==> src/hw/rtl/ufs_pkg.sv <==
// Package for the URL field splitter: phase and tag codes, delimiter bytes
// and the letter test. Depends on nothing; the splitter, its checker and the testbench use it.
package ufs_pkg;

    // Parse phases of the URL walker.
    typedef enum logic [3:0] {
        PH_SCHEME = 4'd0,
        PH_SLASH1 = 4'd1,
        PH_SLASH2 = 4'd2,
        PH_HOST   = 4'd3,
        PH_PORT   = 4'd4,
        PH_PATH   = 4'd5,
        PH_QUERY  = 4'd6,
        PH_FRAG   = 4'd7,
        PH_ERROR  = 4'd8
    } t_phase;

    // Field tags attached to each byte.
    typedef enum logic [2:0] {
        TAG_DELIM  = 3'd0,
        TAG_SCHEME = 3'd1,
        TAG_HOST   = 3'd2,
        TAG_PORT   = 3'd3,
        TAG_PATH   = 3'd4,
        TAG_QUERY  = 3'd5,
        TAG_FRAG   = 3'd6
    } t_tag;

    // Delimiter bytes.
    localparam logic [7:0] CH_COLON = 8'h3A;
    localparam logic [7:0] CH_SLASH = 8'h2F;
    localparam logic [7:0] CH_QMARK = 8'h3F;
    localparam logic [7:0] CH_HASH  = 8'h23;

    // True for ASCII letters A-Z and a-z.
    function automatic logic is_letter(input logic [7:0] c);
        return ((c >= 8'h41) && (c <= 8'h5A)) || ((c >= 8'h61) && (c <= 8'h7A));
    endfunction

endpackage

==> src/hw/rtl/ufs_if.sv <==
// Channel interfaces of the URL field splitter: byte input and tagged output.
// Depends on nothing but the fixed field widths of the block.
interface ufs_in_if;
    logic       valid;
    logic       ready;
    logic [7:0] ch;
    logic       is_end;

    modport source (output valid, output ch, output is_end, input ready);
    modport sink   (input valid, input ch, input is_end, output ready);
endinterface

interface ufs_out_if;
    logic       valid;
    logic       ready;
    logic [7:0] out_byte;
    logic [2:0] field_tag;
    logic       bad_url;
    logic       url_done;

    modport source (output valid, output out_byte, output field_tag,
                    output bad_url, output url_done, input ready);
    modport sink   (input valid, input out_byte, input field_tag,
                    input bad_url, input url_done, output ready);
endinterface

==> src/hw/rtl/url_field_splitter.sv <==
// URL field splitter: an input register, the phase machine, and a result register.
// Depends on ufs_pkg and the channel interfaces in ufs_if.sv.
// Path: a byte taken in is held in the input register, then moved into the result register,
// which shows it on the output.
// Throughput: one byte per cycle while the output is not stalled; the phase register is updated
// as each byte leaves the input register, so consecutive bytes flow without gaps.
// Reset: synchronous, active low; both register stages empty and the phase returns
// to the scheme phase.
module url_field_splitter (
    input  logic              i_clk,
    input  logic              i_rst_n,
    ufs_in_if.sink            i_in,
    ufs_out_if.source         o_out
);

    // Input register stage.
    logic        r_in_valid;
    logic [7:0]  r_ch;
    logic        r_end;

    // Parse state.
    ufs_pkg::t_phase r_phase;

    // Result register stage.
    logic            r_out_valid;
    logic [7:0]      r_byte;
    ufs_pkg::t_tag   r_tag;
    logic            r_bad;
    logic            r_done;

    // Combinational results for the byte in the input register.
    ufs_pkg::t_phase n_phase;
    ufs_pkg::t_tag   n_tag;
    logic            n_bad;

    logic out_free;
    logic advance;

    // The result register can take a new byte when it is empty or being drained.
    assign out_free = !r_out_valid || o_out.ready;
    assign advance  = r_in_valid && out_free;
    assign i_in.ready = !r_in_valid || advance;

    // Phase machine: next phase, tag and error flag for the held byte.
    always_comb begin
        n_phase = r_phase;
        n_tag   = ufs_pkg::TAG_DELIM;
        n_bad   = 1'b0;
        unique case (r_phase)
            ufs_pkg::PH_SCHEME: begin
                if (r_ch == ufs_pkg::CH_COLON) begin
                    n_phase = ufs_pkg::PH_SLASH1;
                end else if (ufs_pkg::is_letter(r_ch)) begin
                    n_tag = ufs_pkg::TAG_SCHEME;
                end else begin
                    n_phase = ufs_pkg::PH_ERROR;
                end
            end
            ufs_pkg::PH_SLASH1: begin
                n_phase = (r_ch == ufs_pkg::CH_SLASH) ? ufs_pkg::PH_SLASH2 : ufs_pkg::PH_ERROR;
            end
            ufs_pkg::PH_SLASH2: begin
                n_phase = (r_ch == ufs_pkg::CH_SLASH) ? ufs_pkg::PH_HOST : ufs_pkg::PH_ERROR;
            end
            ufs_pkg::PH_HOST: begin
                if (r_ch == ufs_pkg::CH_COLON) begin
                    n_phase = ufs_pkg::PH_PORT;
                end else if (r_ch == ufs_pkg::CH_SLASH) begin
                    n_phase = ufs_pkg::PH_PATH;
                end else begin
                    n_tag = ufs_pkg::TAG_HOST;
                end
            end
            ufs_pkg::PH_PORT: begin
                if (r_ch == ufs_pkg::CH_SLASH) begin
                    n_phase = ufs_pkg::PH_PATH;
                end else begin
                    n_tag = ufs_pkg::TAG_PORT;
                end
            end
            ufs_pkg::PH_PATH: begin
                if (r_ch == ufs_pkg::CH_QMARK) begin
                    n_phase = ufs_pkg::PH_QUERY;
                end else if (r_ch == ufs_pkg::CH_HASH) begin
                    n_phase = ufs_pkg::PH_FRAG;
                end else begin
                    n_tag = ufs_pkg::TAG_PATH;
                end
            end
            ufs_pkg::PH_QUERY: begin
                if (r_ch == ufs_pkg::CH_HASH) begin
                    n_phase = ufs_pkg::PH_FRAG;
                end else begin
                    n_tag = ufs_pkg::TAG_QUERY;
                end
            end
            ufs_pkg::PH_FRAG: begin
                n_tag = ufs_pkg::TAG_FRAG;
            end
            default: begin
                n_phase = ufs_pkg::PH_ERROR;
            end
        endcase

        // An error masks the tag; an end before the path is also malformed.
        if (n_phase == ufs_pkg::PH_ERROR) begin
            n_bad = 1'b1;
            n_tag = ufs_pkg::TAG_DELIM;
        end else if (r_end && (n_phase <= ufs_pkg::PH_PORT)) begin
            n_bad = 1'b1;
        end
    end

    // Input register: take a transfer whenever the stage is free.
    always_ff @(posedge i_clk) begin
        if (!i_rst_n) begin
            r_in_valid <= 1'b0;
        end else if (i_in.ready) begin
            r_in_valid <= i_in.valid;
        end
        if (i_in.ready && i_in.valid) begin
            r_ch  <= i_in.ch;
            r_end <= i_in.is_end;
        end
    end

    // Phase register: moves on as each byte leaves the input register.
    always_ff @(posedge i_clk) begin
        if (!i_rst_n) begin
            r_phase <= ufs_pkg::PH_SCHEME;
        end else if (advance) begin
            r_phase <= r_end ? ufs_pkg::PH_SCHEME : n_phase;
        end
    end

    // Result register.
    always_ff @(posedge i_clk) begin
        if (!i_rst_n) begin
            r_out_valid <= 1'b0;
        end else if (out_free) begin
            r_out_valid <= r_in_valid;
        end
        if (advance) begin
            r_byte <= r_ch;
            r_tag  <= n_tag;
            r_bad  <= n_bad;
            r_done <= r_end;
        end
    end

    assign o_out.valid     = r_out_valid;
    assign o_out.out_byte  = r_byte;
    assign o_out.field_tag = r_tag;
    assign o_out.bad_url   = r_bad;
    assign o_out.url_done  = r_done;

endmodule

==> src/flat_wrapper.sv <==
// flat-port wrapper written by rule: the top's interface ports become plain ports
module url_field_splitter_flat 
  (i_clk, i_rst_n, i_in_valid, i_in_ch, i_in_is_end, i_in_ready, o_out_valid, o_out_out_byte, o_out_field_tag, o_out_bad_url, o_out_url_done, o_out_ready);
  ufs_in_if i_in_i ();
  ufs_out_if o_out_i ();
  input  logic i_clk;
  input  logic i_rst_n;
  input wire logic [$bits(i_in_i.valid)-1:0] i_in_valid;
  input wire logic [$bits(i_in_i.ch)-1:0] i_in_ch;
  input wire logic [$bits(i_in_i.is_end)-1:0] i_in_is_end;
  output wire logic [$bits(i_in_i.ready)-1:0] i_in_ready;
  output wire logic [$bits(o_out_i.valid)-1:0] o_out_valid;
  output wire logic [$bits(o_out_i.out_byte)-1:0] o_out_out_byte;
  output wire logic [$bits(o_out_i.field_tag)-1:0] o_out_field_tag;
  output wire logic [$bits(o_out_i.bad_url)-1:0] o_out_bad_url;
  output wire logic [$bits(o_out_i.url_done)-1:0] o_out_url_done;
  input wire logic [$bits(o_out_i.ready)-1:0] o_out_ready;
  assign i_in_i.valid = i_in_valid;
  assign i_in_i.ch = i_in_ch;
  assign i_in_i.is_end = i_in_is_end;
  assign i_in_ready = i_in_i.ready;
  assign o_out_valid = o_out_i.valid;
  assign o_out_out_byte = o_out_i.out_byte;
  assign o_out_field_tag = o_out_i.field_tag;
  assign o_out_bad_url = o_out_i.bad_url;
  assign o_out_url_done = o_out_i.url_done;
  assign o_out_i.ready = o_out_ready;
  url_field_splitter u_core (.i_clk(i_clk), .i_rst_n(i_rst_n), .i_in(i_in_i), .o_out(o_out_i));
endmodule
==> config.mk <==
export PLATFORM = sky130hd
export DESIGN_NAME = url_field_splitter_flat
export DESIGN_NICKNAME = d
export VERILOG_FILES = /design/src/hw/rtl/ufs_pkg.sv /design/src/hw/rtl/ufs_if.sv /design/src/hw/rtl/url_field_splitter.sv /design/src/flat_wrapper.sv
export SDC_FILE = /design/constraint.sdc
export NUM_CORES = 1
export LEC_CHECK = 0
export BUFFER_PORTS_ARGS = -buffer_cell sky130_fd_sc_hd__buf_2
export CAP_MARGIN = 10
export CORE_MARGIN = 5
export CORE_UTILIZATION = 56
export DETAILED_ROUTE_END_ITERATION = 16
export PLACE_DENSITY = 0.8
export SLEW_MARGIN = 25
export SYNTH_ARGS = -nofsm -noshare
export SYNTH_HDL_FRONTEND = slang
export SYNTH_SLANG_ARGS = --single-unit
==> constraint.sdc <==
create_clock -name i_clk -period 5.9 [get_ports i_clk]
set_input_delay 0.295 -clock i_clk [delete_from_list [all_inputs] [get_ports i_clk]]
set_output_delay 0.295 -clock i_clk [all_outputs]
set_load 0.005 [all_outputs]
### After elaboration in Yosys (flattened, before gate mapping)

Index checks and enable logic that the tools add are counted.

* magnitude comparators: 5
* equal/unequal tests: 12
* multiplexer cells: 20
* reduce and logical (&&, ||, !) cells: 11

Operators by type and width (count)
* $mux 4: 9
* $eq 8x6->1 const B: 4
* $pmux 4 s8: 1
* $pmux 3 s6: 1
* $eq 4x3->1 const B: 4
* $ge 8x7->1 const B: 2
* $le 8x7->1 const B: 2
* $mux 3: 5
* $eq 4x2->1 const B: 2
* $logic_and 1x1->1: 5
* $eq 4x1->1 const B: 1
* $eq 4x4->1 const B: 1
* $le 4x3->1 const B: 1
* $logic_not 4->1: 1
* $mux 2: 2
* $logic_or 1x1->1: 3
* $logic_not 1->1: 2
* $mux 1: 2

* flip-flop bits (word level): 28
* bits of input ports: 13
* output and inout port bits: 15

### Depth between registers and ports, before layout

* depth after elaboration: 9
* depth in mapped cells: 7
* depth with buffers taken out: 6

### Worst setup path after synthesis

OpenSTA, ideal clock, no wires.

* kind: register -> register
* from: register u_core.r_ch[6]
* to: register u_core.r_bad, in the netlist u_core.o_out.bad_url (data pin)
* setup time: 129 ps
* arrival time: 1735 ps
* required time: 5771 ps
* slack: 4036 ps
* stages on the path, launching flop included: 7
* path buffers: 0
* clock period less this slack: 1864 ps
* path through: edfxtp_1 > or3b_1 > or4_1 > a32oi_1 > o211ai_1 > o21ai_1 > o21a_1

* longest elaborated chain between the ends: 9

RTL lines
* start: declaration: line url_field_splitter.sv:18 `logic [7:0] r_ch;`
* start signal: assignment: line url_field_splitter.sv:122 `r_ch <= i_in.ch;`
* $ge 8x7->1 or $le 8x7->1 (tied branches): line ufs_pkg.sv:37 `return ((c >= 8'h41) && (c <= 8'h5A)) || ((c >= 8'h61) && (c <= 8'h7A));`
* $logic_and 1x1->1: line ufs_pkg.sv:37
* $logic_or 1x1->1: line ufs_pkg.sv:37
* $mux 4: line url_field_splitter.sv:53 `end else if (ufs_pkg::is_letter(r_ch)) begin`
* $mux 4: line url_field_splitter.sv:51 `if (r_ch == ufs_pkg::CH_COLON) begin`
* $pmux 4 s8 (*): line url_field_splitter.sv:49 `unique case (r_phase)`
* $le 4x3->1: line url_field_splitter.sv:109 `end else if (r_end && (n_phase <= ufs_pkg::PH_PORT)) begin`
* $logic_and 1x1->1: line url_field_splitter.sv:109
* $mux 1: line url_field_splitter.sv:109
* end signal: assignment: line url_field_splitter.sv:146 `r_bad <= n_bad;`
* end: declaration: line url_field_splitter.sv:28 `logic r_bad;`

Every way passes the cells marked *; elsewhere a longest branch is shown, timed or not.
A chain may end at the register's enable or synchronous reset.

### Worst setup path after layout

* from: register u_core.r_ch[2]
* to: register u_core.r_bad, in the netlist u_core.o_out.bad_url (data pin)

The elaborated chain is that of the path after synthesis.

==> summary.txt <==
Synthesis
  • Leading area contributor after synthesis: edfxtp_1
  • Synth cell count leaders: edfxtp_1, nand2_1, nor2_1, nor2b_1, dfxtp_1
  • Syn Nets: 123
  • Mapped Cells: between 100 and 150
  • Synth area leaders: edfxtp_1, dfxtp_1, nor2b_1
  • Avg Cell Area, Syn: roughly 12 um2
  • Share of the synthesized area in the top cell type: between 50% and 60%
  • Post-synth ARST share: 0%
  • Mapped Area: 1284 um2
  • Yosys cell types: 37
  • Most common cell in the netlist: edfxtp_1
  • Flops & latches, synth: 28
  • Combinational family with the most area after synthesis: simple AND/OR/NAND/NOR gates
  • Post-synth top flop: edfxtp_1
  • Adder-Cell Fraction of Synth Area: 0%
  • Simple-gate area share of the yosys netlist: 21.93%
  • Post-synthesis mux area share: 0.7797%
  • Post-synthesis xor/xnor area fraction: less than 1%
  • Seq/Total Area, Yosys: 60.82%
  • Compound-cell area share of the yosys netlist: 14.33%
  • Syn. warnings: 0
  • Number of synthesized flops with an enable pin: 22

Detailed routing
  • Drt first pass iters: 4
  • Antenna-violating nets left: 0
  • Routed WL: 2399 um
  • Iteration-0 DRC Markers: 21
  • Number of vias per cell: 5.691
  • DR vias: 939
  • DRC errors left: 0
  • Wire per inst: 14.54 um

Critical path
  • Crit path launch type: register
  • Family with the most delay on the worst path: simple AND/OR/NAND/NOR gates
  • Data required time at the worst endpoint: 6000 ps
  • Largest stage delay, worst path: 530 ps
  • Worst Reg-to-Reg Cells: 6
  • RR Startpoint: u_core.r_ch[2]$_DFFE_PP_
  • Worst path arrival time: 2140 ps
  • Worst setup path category: register to register
  • Worst Setup End Kind: register
  • Crit Path Max Fanout: 9
  • R2r endpoint: u_core.o_out.bad_url$_SDFFCE_PN1P_
  • CP Buf/Inv Count: 0
  • Flop2flop setup slack: 3860 ps
  • CP Cell Sequence: nand2_1 > nand4b_1 > or4_1 > o211ai_1 > o21ai_1 > o21a_1
  • Slowest CP cell: edfxtp_1

Layout
  • Synthesis-to-layout area growth: 14.13%
  • Final Util: 66.88%
  • Post-layout net count: 151
  • Fillers: 179
  • Fin cells: 165
  • ANT cells: 0
  • Layout cell share with drive strength beyond 1: 24.09%

CTS
  • Clock sink count: 28
  • Post-CTS resize count: 0
  • Root Driver: clkbuf_4
  • CTS tree: built
  • Setup Buffers After CTS: 0
  • Worst-Skew Late Latency: 320 ps
  • CTS max path bufs: 2
  • Reg clk slew, reported paths: 150 ps
  • Cts hold-fix bufs: 0
  • CTS Buf Count: 3
  • H-tree levels: 1

Place
  • PortBufs: 27
  • Dpl cells: 161
  • Gpl congestion: 0.8803
  • Setup WS pre-CTS: 3885 ps
  • HPWL Detailed: roughly 1800 um

Timing
  • Final worst setup slack: 3859 ps
  • Fin Clk Skew: 6.609 ps
  • Minimum clock period: approximately 2000 ps
  • FMAX: between 400 and 500 MHz
  • Setup Viol. Count Final: 0
  • Worst Tran Pin Value: 507.5 ps
  • RSZ-0062 raised after global routing: no
  • Final hold vios: 0
  • Max-slew violations: 0
  • Slew HR: 66.13%
  • Setup TNS Final: 0 ps
  • Final Cycle Share: ~35%

Power and ir drop
  • Clk pwr share: 23.9%
  • Switching power: 73.96 uW
  • Flop pwr share: 69.1%
  • Tot Pwr: between 300 and 400 uW
  • Comb pwr share: 6.9%
  • Maximum vdd drop: 0.0002060 V
  • PD cells: 227.0 nW/um2
  • Pint: roughly 260 uW
  • Switching share of power: 22.24%
  • Static leakage: 0.0005332 uW

GRT
  • GR Util All Layers: 14.98%
  • Total grt overflow: 0
  • First-pass GRT wire length: 3898 um
  • Antenna violations before repair: 0
  • Pin count of the biggest net entering global routing: 16
  • Vias in the first global route: 910

Run status
  • Status: finished, final reports clean

Worst hold path
  • Worst hold path depth: 1
  • Min-delay worst type: primary input to register
  • Hold Crit Start: i_in_is_end
  • Hold path endpoint: u_core.r_end$_DFFE_PP_

Floorplanning
  • Die Span Y: 57.88 um
  • Die area: 3350 um2
  • Std cell rows: 17
  • Die X-Extent: 57.88 um
  • Initial Utilization: 58.60%
  • Core area: 2191 um2
  • Io pins: 28

Flow run
  • Max Cap Violations: 0
-- logic make-up (layout without fill, tap and decap cells) --
logic type	count (synthesis)	in the layout
DFF	28	28
xor gates and xnor gates	1	1
AOI/OAI and AO/OA	25	25
buffers and inverters	5	32
muxes	1	1
and+or+nand+nor	50	50
-- power groups by stage --
stage | Clock (uW) | Combinational (uW) | Sequential, uW
after global routing | 87.5 | 25.8 | 231
after global placement | 0 | 22.4 | 234
after floorplan | 0 | 12.8 | 232
final | 79.6 | 23.0 | 230
after detailed placement | 0 | 23.3 | 234
after CTS | 80.8 | 23.3 | 230
-- cell type report --
type | count | area [um2] | share of cell area, %
Timing Repair Buffer | 27 | 135.1 | 9.223
Multi-Input combinational cell | 77 | 484.2 | 33.05
Clock inverter | 1 | 3.754 | 0.2562
Inverter | 1 | 3.754 | 0.2562
Clock buffer | 3 | 22.52 | 1.537
Sequential cell | 28 | 780.7 | 53.29
Tap cell | 28 | 35.03 | 2.391
-- per-stage QoR --
stage | cell area [um2] | hold slack [ps]
final | 1465 | 133.7
after global routing | 1465 | 117.1
after CTS | 1465 | 125.4
after detailed placement | 1439 | 473.1
after global placement | 1439 | 471.0
after floorplan | 1284 | 393.9
-- per-layer routing --
metal | global-route usage (%) | vias to the layer above | routed length [um]
met1 | 17.38 | 429 | 1005
met3 | 2.227 | 6 | 144
met2 | 26.29 | 31 | 1184
li1 | - | 473 | -
met4 | 8.278 | 0 | 64
met5 | 0 | - | 0
-- worst max-delay path by stage --
stage / to / start / depth (start not counted) / slack (ps)
6_report: u_core.o_out.bad_url$_SDFFCE_PN1P_ / u_core.r_ch[2]$_DFFE_PP_ / 6 / 3860
5_1_grt: u_core.o_out.bad_url$_SDFFCE_PN1P_ / u_core.r_ch[2]$_DFFE_PP_ / 6 / 3760
4_1_cts: u_core.o_out.bad_url$_SDFFCE_PN1P_ / u_core.r_ch[2]$_DFFE_PP_ / 6 / 3880
3_5_place_dp: u_core.o_out.bad_url$_SDFFCE_PN1P_ / u_core.r_ch[2]$_DFFE_PP_ / 6 / 3890
3_3_place_gp: u_core.o_out.bad_url$_SDFFCE_PN1P_ / u_core.r_ch[6]$_DFFE_PP_ / 6 / 3940
2_1_floorplan: u_core.o_out.bad_url$_SDFFCE_PN1P_ / u_core.r_ch[6]$_DFFE_PP_ / 6 / 4040
-- cells in the final DEF, fill, tap and decap left out, drive strengths merged, types with 2 or more instances in the layout --
cell,synthesis,final
buf,0,27
edfxtp,22,22
nand2,10,10
nor2b,8,8
nor2,8,8
dfxtp,6,6
nand2b,5,5
a21oi,4,4
a22oi,4,4
and2,3,3
nor3,3,3
o211ai,3,3
clkbuf,4,3
o21ai,3,3
nand4b,2,2
nand3,2,2
or4,2,2
o21a,2,2
-- state kept, by name, indices dropped and copies added (netlist names) --
register and cells:
u_core.o_out.out_byte 8, u_core.r_end 1, u_core.o_out.bad_url 1, u_core.o_out.url_done 1, u_core.o_out.field_tag 3, u_core.r_in_valid 1, u_core.o_out.valid 1, u_core.r_ch 8
u_core.r_phase 4
Power figures use the tool's default switching activity.
